[src/design/skl_pkg.sv]
package skl_pkg;

  localparam int CAPACITY = 16;
  localparam int KEY_BITS = 32;
  localparam int IN_KEY_W = 32;
  localparam int CNT_W    = $clog2(CAPACITY + 1);

  typedef enum logic [1:0] {
    CMD_INSERT = 2'd0,
    CMD_ERASE  = 2'd1,
    CMD_SEARCH = 2'd2
  } cmd_t;

  typedef enum logic [1:0] {
    ST_OK        = 2'd0,
    ST_NOT_FOUND = 2'd1,
    ST_FULL      = 2'd2,
    ST_EMPTY     = 2'd3
  } status_t;

  typedef logic [KEY_BITS-1:0] key_t;

  // Operation broadcast to every cell in the chain.
  typedef struct packed {
    logic ins;
    logic del;
    key_t key;
    logic key_signed;
  } skl_ctrl_t;

  // Prefix flags passed from each cell to the next one up.
  typedef struct packed {
    logic ins_hit;
    logic del_hit;
  } skl_link_t;

  // Map a key onto an unsigned value that sorts in the configured order.
  function automatic key_t order_key(input key_t k, input logic key_signed);
    key_t v;
    v = k;
    if (key_signed) begin
      v[KEY_BITS-1] = ~k[KEY_BITS-1];
    end
    return v;
  endfunction

endpackage

[src/design/skl_cell.sv]
module skl_cell (
  input  logic              clk,
  input  skl_pkg::skl_ctrl_t ctrl,
  input  logic              occupied,
  input  skl_pkg::key_t     left_key,
  input  skl_pkg::key_t     right_key,
  input  skl_pkg::skl_link_t link_in,
  output skl_pkg::skl_link_t link_out,
  output skl_pkg::key_t     key_out
);
  import skl_pkg::*;

  key_t key_r;
  key_t key_nxt;
  logic ge;
  logic match;

  // An empty slot counts as "not smaller", so the first empty slot is the tail.
  assign ge    = ~occupied |
                 (order_key(key_r, ctrl.key_signed) >= order_key(ctrl.key, ctrl.key_signed));
  assign match = occupied & (key_r == ctrl.key);

  assign link_out.ins_hit = link_in.ins_hit | ge;
  assign link_out.del_hit = link_in.del_hit | match;
  assign key_out          = key_r;

  always_comb begin
    key_nxt = key_r;
    if (ctrl.ins) begin
      if (link_in.ins_hit) begin
        key_nxt = left_key;
      end else if (ge) begin
        key_nxt = ctrl.key;
      end
    end
    // Close the gap at and above the first match.
    if (ctrl.del && (link_in.del_hit || match)) begin
      key_nxt = right_key;
    end
  end

  always_ff @(posedge clk) begin
    key_r <= key_nxt;
  end

endmodule

[src/design/sorted_key_list.sv]
// Sorted key list: holds up to CAPACITY keys in ascending order (unsigned, or two's
// complement when key_signed is set) in a row of cells, one key per cell. For each command
// (insert, erase one match, search) every cell compares its key with the command key at
// once, a prefix flag ripples up the row, and inserts shift the upper keys up one cell
// while erases shift them down. One item is accepted per cycle while in_stall is low;
// its status and the resulting count appear in the output register on the next cycle
// and are held while out_stall is high. Insert on a full list returns "full", erase or
// search on an empty list returns "empty", and an unknown command returns "not found".
module sorted_key_list (
  input  logic                       clk,
  input  logic                       rst_n,
  input  logic                       cfg_we,
  input  logic                       cfg_wdata,
  input  logic                       in_valid,
  output logic                       in_stall,
  input  logic [1:0]                 in_cmd,
  input  logic [skl_pkg::IN_KEY_W-1:0] in_key,
  output logic                       out_valid,
  input  logic                       out_stall,
  output logic [1:0]                 out_status,
  output logic [skl_pkg::CNT_W-1:0]  out_count
);
  import skl_pkg::*;

  logic                 key_signed_r;
  logic [CNT_W-1:0]     count_r;
  logic [CNT_W-1:0]     count_nxt;
  logic                 out_valid_r;
  status_t              out_status_r;
  logic [CNT_W-1:0]     out_count_r;

  logic                 accept;
  cmd_t                 cmd;
  logic                 full;
  logic                 empty;
  logic                 any_match;
  status_t              status;
  skl_ctrl_t            ctrl;
  logic [CAPACITY-1:0]  occupied;
  skl_link_t            link [CAPACITY+1];
  key_t                 keys [CAPACITY];

  assign in_stall = out_valid_r & out_stall;
  assign accept   = in_valid & ~in_stall;
  assign cmd      = cmd_t'(in_cmd);
  assign full     = (count_r >= CNT_W'(CAPACITY));
  assign empty    = (count_r == '0);

  assign ctrl.key        = in_key[KEY_BITS-1:0];
  assign ctrl.key_signed = key_signed_r;
  assign ctrl.ins        = accept & (cmd == CMD_INSERT) & ~full;
  assign ctrl.del        = accept & (cmd == CMD_ERASE) & ~empty & any_match;

  assign link[0]   = '0;
  assign any_match = link[CAPACITY].del_hit;

  for (genvar i = 0; i < CAPACITY; i++) begin : g_cell
    assign occupied[i] = (CNT_W'(i) < count_r);
    skl_cell u_cell (
      .clk      (clk),
      .ctrl     (ctrl),
      .occupied (occupied[i]),
      .left_key ((i == 0) ? ctrl.key : keys[(i == 0) ? 0 : i - 1]),
      .right_key(keys[(i == CAPACITY - 1) ? i : i + 1]),
      .link_in  (link[i]),
      .link_out (link[i+1]),
      .key_out  (keys[i])
    );
  end

  always_comb begin
    status    = ST_NOT_FOUND;
    count_nxt = count_r;
    case (cmd)
      CMD_INSERT: begin
        if (full) begin
          status = ST_FULL;
        end else begin
          status    = ST_OK;
          count_nxt = count_r + CNT_W'(1);
        end
      end
      CMD_ERASE: begin
        if (empty) begin
          status = ST_EMPTY;
        end else if (any_match) begin
          status    = ST_OK;
          count_nxt = count_r - CNT_W'(1);
        end
      end
      CMD_SEARCH: begin
        if (empty) begin
          status = ST_EMPTY;
        end else if (any_match) begin
          status = ST_OK;
        end
      end
      default: begin
        status = ST_NOT_FOUND;
      end
    endcase
  end

  always_ff @(posedge clk) begin
    if (!rst_n) begin
      key_signed_r <= 1'b0;
      count_r      <= '0;
      out_valid_r  <= 1'b0;
    end else begin
      if (cfg_we) begin
        key_signed_r <= cfg_wdata;
      end
      if (accept) begin
        count_r     <= count_nxt;
        out_valid_r <= 1'b1;
      end else if (!out_stall) begin
        out_valid_r <= 1'b0;
      end
    end
  end

  always_ff @(posedge clk) begin
    if (accept) begin
      out_status_r <= status;
      out_count_r  <= count_nxt;
    end
  end

  assign out_valid  = out_valid_r;
  assign out_status = out_status_r;
  assign out_count  = out_count_r;

  a_count_bound: assert property (@(posedge clk) disable iff (!rst_n)
    count_r <= CNT_W'(CAPACITY))
    else $error("held count exceeds capacity");

  a_result_follows: assert property (@(posedge clk) disable iff (!rst_n)
    accept |=> out_valid_r && (out_count_r == count_r))
    else $error("accepted item did not produce its result");

  a_insert_grows: assert property (@(posedge clk) disable iff (!rst_n)
    (accept && cmd == CMD_INSERT && !full) |=> (count_r == $past(count_r) + CNT_W'(1)))
    else $error("insert did not grow the list");

  a_stall_blocks: assert property (@(posedge clk) disable iff (!rst_n)
    (out_valid_r && out_stall) |-> !accept)
    else $error("item accepted while result is stalled");

endmodule

[config.mk]
export PLATFORM = sky130hd
export DESIGN_NAME = sorted_key_list
export DESIGN_NICKNAME = d
export VERILOG_FILES = /design/src/design/skl_pkg.sv /design/src/design/skl_cell.sv /design/src/design/sorted_key_list.sv
export SDC_FILE = /design/constraint.sdc
export NUM_CORES = 2
export LEC_CHECK = 0
export BUFFER_PORTS_ARGS = -buffer_cell sky130_fd_sc_hd__clkbuf_2
export CAP_MARGIN = 20
export CORE_AREA = 2 2 284 286
export DETAILED_ROUTE_END_ITERATION = 10
export DIE_AREA = 0 0 286 288
export PLACE_DENSITY_LB_ADDON = 0.2
export SYNTH_ARGS = -nofsm -noshare
export SYNTH_HDL_FRONTEND = slang
export SYNTH_SLANG_ARGS = --single-unit
[constraint.sdc]
create_clock -name clk -period 13.9 [get_ports clk]
set_clock_uncertainty 0.2 [all_clocks]
set_input_delay 1.39 -clock clk [delete_from_list [all_inputs] [get_ports clk]]
set_output_delay 1.39 -clock clk [all_outputs]
set_load 0.01 [all_outputs]
# == After elaboration in Yosys (flattened, before gate mapping) ==
# Index checks and enable logic that the tools add are counted.
# classes
add_sub_neg,2
n_lt_le_gt_ge,33
n_eq_ne,19
mux,88
bitwise,105
reduce_logical,81
# op_table
operator,n
32-bit 2-to-1 mux,61
32-bit == test,16
32-bit greater-or-equal comparator,16
1-bit bitwise OR,45
3-bit nonzero test,14
4-bit by 5-bit less-than comparator with 1-bit output (first input constant),8
1-bit NOT,37
2-bit nonzero test,17
2-bit AND reduction,15
1-bit bitwise AND,23
3-bit by 5-bit less-than comparator with 1-bit output (first input constant),4
1-bit 2-to-1 mux,20
1-bit logical AND,16
1-bit logical OR,15
5-bit 2-to-1 mux,3
1-bit by 5-bit less-than comparator with 1-bit output (first input constant),2
2-bit by 5-bit less-than comparator with 1-bit output (first input constant),2
5-bit one-hot mux with 2 select lines,1
5-bit by 1-bit adder with 5-bit output (second input constant),1
5-bit greater-or-equal comparator (second input constant),1
5-bit logical NOT,1
5-bit by 1-bit subtractor with 5-bit output (second input constant),1
2-bit 2-to-1 mux,2
2-bit one-hot mux with 2 select lines,1
other kinds (6),6
# word_totals
regBits,526
input_bits,40
output_inout_bits,9
wordCells,349

# == Depth between registers and ports, before layout ==
# depth
word_depth,21
mapped_depth,17
mapped_depth_nobuf,11

# == Cells and area by module ==
# Synthesis repeated with hierarchy kept, for this count alone.
# hier_totals
hier_cells,4367
hier_area_um2,42494.5
# by_module_without_submodules
mod,instances,cells_each,area_per_inst_um2
skl_cell,16,265,2590.0
sorted_key_list,1,127,1054.8

# == Worst setup path after synthesis ==
# OpenSTA, ideal clock, no wires.
# synth_timing
path_type,input to register
from,in in_key[9] (netlist name)
to,reg g_cell[12].u_cell.key_r[0] (enable)
setup_time_ns,0.466
arrival_time_ns,6.418
setup_slack_ns,6.817
path_stages,14
path_buffers,3
path_cell_list,inv_1 ha_1 nand2_1 or4_1 a21o_1 a311oi_1 a2111oi_2 nand3_2 or4_1 clkbuf_1 buf_2 buf_2 nor3_1 o21ai_0
# synth_between
elab_chain_cells,21
word_cells_on_any_way,90
# synth_lines
item,line,source
start: declaration,sorted_key_list.sv:17,"input logic [skl_pkg::IN_KEY_W-1:0] in_key,"
32-bit == test,skl_cell.sv:21,assign match = occupied & (key_r == ctrl.key);
1-bit bitwise AND,skl_cell.sv:21,
1-bit bitwise OR (15 in series),skl_cell.sv:24,assign link_out.del_hit = link_in.del_hit | match;
1-bit bitwise AND,sorted_key_list.sv:52,assign ctrl.del = accept & (cmd == CMD_ERASE) & ~empty & any_match;
1-bit logical AND,skl_cell.sv:37,if (ctrl.del && (link_in.del_hit || match)) begin
3-bit nonzero test (no line) / 2-bit nonzero test (equally long branches),-,
2-bit AND reduction (no line) (*),-,
end signal: assignment,skl_cell.sv:43,key_r <= key_nxt;
end: declaration,skl_cell.sv:13,key_t key_r;
# Every way passes the cells marked *; elsewhere a longest branch is shown, timed or not.
# A chain may end at the register's enable or synchronous reset.

# == Final worst setup path ==
# layout_timing
from,in in_key[10] (netlist name)
to,reg g_cell[14].u_cell.key_r[11] (enable)
# layout_between
elab_chain_cells,21
word_cells_on_any_way,96
# layout_lines
item,line
"parallel branches: the longest is 20 deep, another holds 32-bit greater-or-equal comparator",-
2-bit AND reduction (no line) (*),-
end signal: assignment,skl_cell.sv:43
end: declaration,skl_cell.sv:13
# Mark *: on every way between the ends.

==> key figures <==
Run status
  • Status: complete, no violations

Synthesis
  • Mapped Nets: 4,536
  • Ys Warns: 0
  • Primary FF master, synth: edfxtp_1
  • Syn_area_per_cell: 9.873 sq um
  • Synthesized area: 0.03943 sq mm
  • Synth cell types: 83
  • Ys async rst share: 0%
  • Sequential share of the synthesized area: 39.88%
  • Post-synth EDFFs: 519
  • Gate Count Post-Synth: 3,994
  • #FFs+latches synth: 526

Cells and area
  • Filler Cell Count: 7,217
  • Post-route cell area: 0.04289 sq mm
  • Share of cells above drive strength 1: 10.88%
  • Nets: 4,492
  • Commonest non-fill, non-tap cell in the layout: a21oi_1
  • Most frequent cells in the layout: a21oi_1 (522), edfxtp_1 (519), ha_1 (502)
  • Synth-to-Final Area Change: 8.767%

Global routing
  • Met2 usage: 49.90%
  • GRT met1 Usage: 42.11%
  • Congestion Overflow GR: 0
  • Most used routing layer: met2
  • Initial antenna violation count: 1
  • Total Routing Usage GR: 31.24%
  • Grt met3 use: 4.097%
  • Largest net degree at the start of global routing: 85
  • Vias in the first global route: 31,310
  • Global-route wire length before repair: 197,100 um

Hold path
  • Hold path startpoint: g_cell[8].u_cell.key_out[12]$_DFFE_PP_
  • Hold depth: 2
  • Worst min path class: register to register
  • Hold endpoint: g_cell[7].u_cell.key_out[12]$_DFFE_PP_

CTS
  • Clock root buffer: clkbuf_16
  • CTS tree: done
  • Clock buffer depth: 3
  • Worst skew pair latency: 0.67 ns
  • H-tree depth: 2
  • Clock slew at reported path FFs: 0.06 ns
  • Hold-fix buffers, CTS: 0
  • Clock Sinks: 526
  • TritonCTS Buffers: 61
  • Post-cts resize count: 0
  • Post-CTS Setup Bufs: 0

Drt
  • DRC Markers: 0
  • Total Wirelength: 131,300 um
  • Initial DRC count: 3,642
  • Routed wire per std cell: 25.94 um
  • Routed via count: 32,850
  • DRT Pass-1 Iters: 6
  • Detail Route Antenna Nets: 0
  • Drt via density: 6.491

Timing
  • Final hold violations: 0
  • Final Hold Slack: 0.3944 ns
  • Slew Viols, Final: 0
  • Setup Viol. Count Final: 0
  • Least-Margin Pin Slew: 1.179 ns
  • Rel. slew slack: 20.67%
  • Final worst path period share: 52.26%
  • Final worst path period need: 7.264 ns
  • RSZ-0062 raised after global routing: no
  • Fmax: 0.1377 GHz
  • Setup TNS: 0 ns

Pwr
  • Leak: 16.13 nW
  • Total power: 3.917 mW
  • Worst VDD drop: 0.0001095 V
  • Power Dens Cells: 91.33 mW/mm^2

Place
  • HPWL after DPL: 96,660 um
  • # port buffers: 48
  • Routability cong.: 1.004
  • Placed inst area: 0.04093 sq mm

Worst setup path
  • Worst setup path startpoint: in_key[10]
  • Critical path class: input port to register
  • Reg-to-reg setup timing slack: 7.50 ns
  • Worst setup EP type: register
  • Reg-to-Reg Start: count_r[1]$_SDFFE_PN0P_
  • R2R depth: 10
  • Reg-to-Reg End: g_cell[5].u_cell.key_out[2]$_DFFE_PP_
  • CP Max Fanout: 39
  • Arr. time, crit path: 7.39 ns
  • CP Launch Type: input port
  • Crit path required time: 14.02 ns

Run
  • Max Cap Viol: 0

Floorplan
  • Die Wd: 286 um
  • DIE HEIGHT: 288 um
  • Initial Util: 49.52%
  • IO Pins: 49
  • Core Area: 0.07964 sq mm
  • Die footprint: 0.08237 sq mm
  • FP Rows: 104
## worst max-delay path by stage
stage,to,slack [ns],depth (start not counted)
after floorplan,g_cell[12].u_cell.key_out[0]$_DFFE_PP_,6.82,14
after global routing,g_cell[14].u_cell.key_out[10]$_DFFE_PP_,6.50,14
after detailed placement,g_cell[14].u_cell.key_out[8]$_DFFE_PP_,6.03,14
after CTS,g_cell[14].u_cell.key_out[10]$_DFFE_PP_,6.70,14
final,g_cell[14].u_cell.key_out[11]$_DFFE_PP_,6.64,14
after global placement,g_cell[14].u_cell.key_out[8]$_DFFE_PP_,6.04,14
## synthesized netlist by cell type (all sizes together), types with 46 or more instances
master	count	area, sq um
o21ai	232	1161
ha	502	6281
a21oi	525	2628
nand4	139	875.8
mux2i	238	2382
buf	46	246.5
a211oi	53	402.9
nand3	144	725.7
nor3	54	270.3
inv	85	319.1
clkbuf	193	724.4
edfxtp	519	15580
nor2	445	1670
mux2	154	1734
nand2	208	780.8
## worst max-delay path, cell delays in order
cell,delay [ns]
clkbuf_2,0.26
inv_1,0.89
ha_1,0.39
nand4_1,0.14
nor4_1,0.11
or3_1,0.39
o311a_1,0.34
a2111oi_1,0.83
nand4b_1,0.47
or4_4,0.87
nor4_4,0.26
buf_4,0.53
o21ai_4,0.10
buf_4,0.30
## metal layers
metal	share of wire [%]	up-vias
li1	-	15140
met1	42	15770
met2	45	1627
met3	8.2	312
met4	5.2	0
met5	0	-
## cell type report
type | instances | area (sq um) | area share (%)
clock inverters | 32 | 264.0 | 0.6155
repair buffers | 132 | 880.8 | 2.054
clock buffers | 81 | 1693 | 3.947
flip-flops and latches | 526 | 15730 | 36.66
diodes | 1 | 2.502 | 0.005834
well taps | 1060 | 1326 | 3.092
multi-input cells | 3143 | 22680 | 52.87
inverters | 86 | 322.8 | 0.7526
## power breakdown
part / switching [mW] / internal [mW] / leakage [nW]
clock: 0.699 / 0.922 / 0.950
combinational: 0.297 / 0.166 / 10.4
sequential: 0.0467 / 1.79 / 4.80
total: 1.04 / 2.87 / 16.1
## registers in the layout, summed over array words and instances, names as in the netlist
signal,flops
g_cell.u_cell.key_out,512
count_r,5
out_valid,1
key_signed_r,1
out_status,2
out_count,5
## stage by stage
step                      util, %  std cells  setup WS, ns
final                       53.86       5061         6.636
after global routing        53.86       5061         6.497
after floorplan                 -       3994         6.817
after CTS                   53.86       5060         6.701
after global placement      51.37       4945         6.035
after detailed placement    51.40       4947         6.033
## cell families (layout without fill, tap and decap cells)
kind of cell | after synthesis | after routing | synth area share (%)
AOI/OAI and AO/OA | 1074 | 1074 | 16.13
xor gates and xnor gates | 17 | 17 | 0.3776
adders and majority gates | 512 | 512 | 16.18
buffers and inverters | 325 | 331 | 3.281
DFF | 526 | 526 | 39.88
muxes | 392 | 392 | 10.44
other | 0 | 1 | 0
and+or+nand+nor | 1148 | 1148 | 13.71
Power figures use the tool's default switching activity.
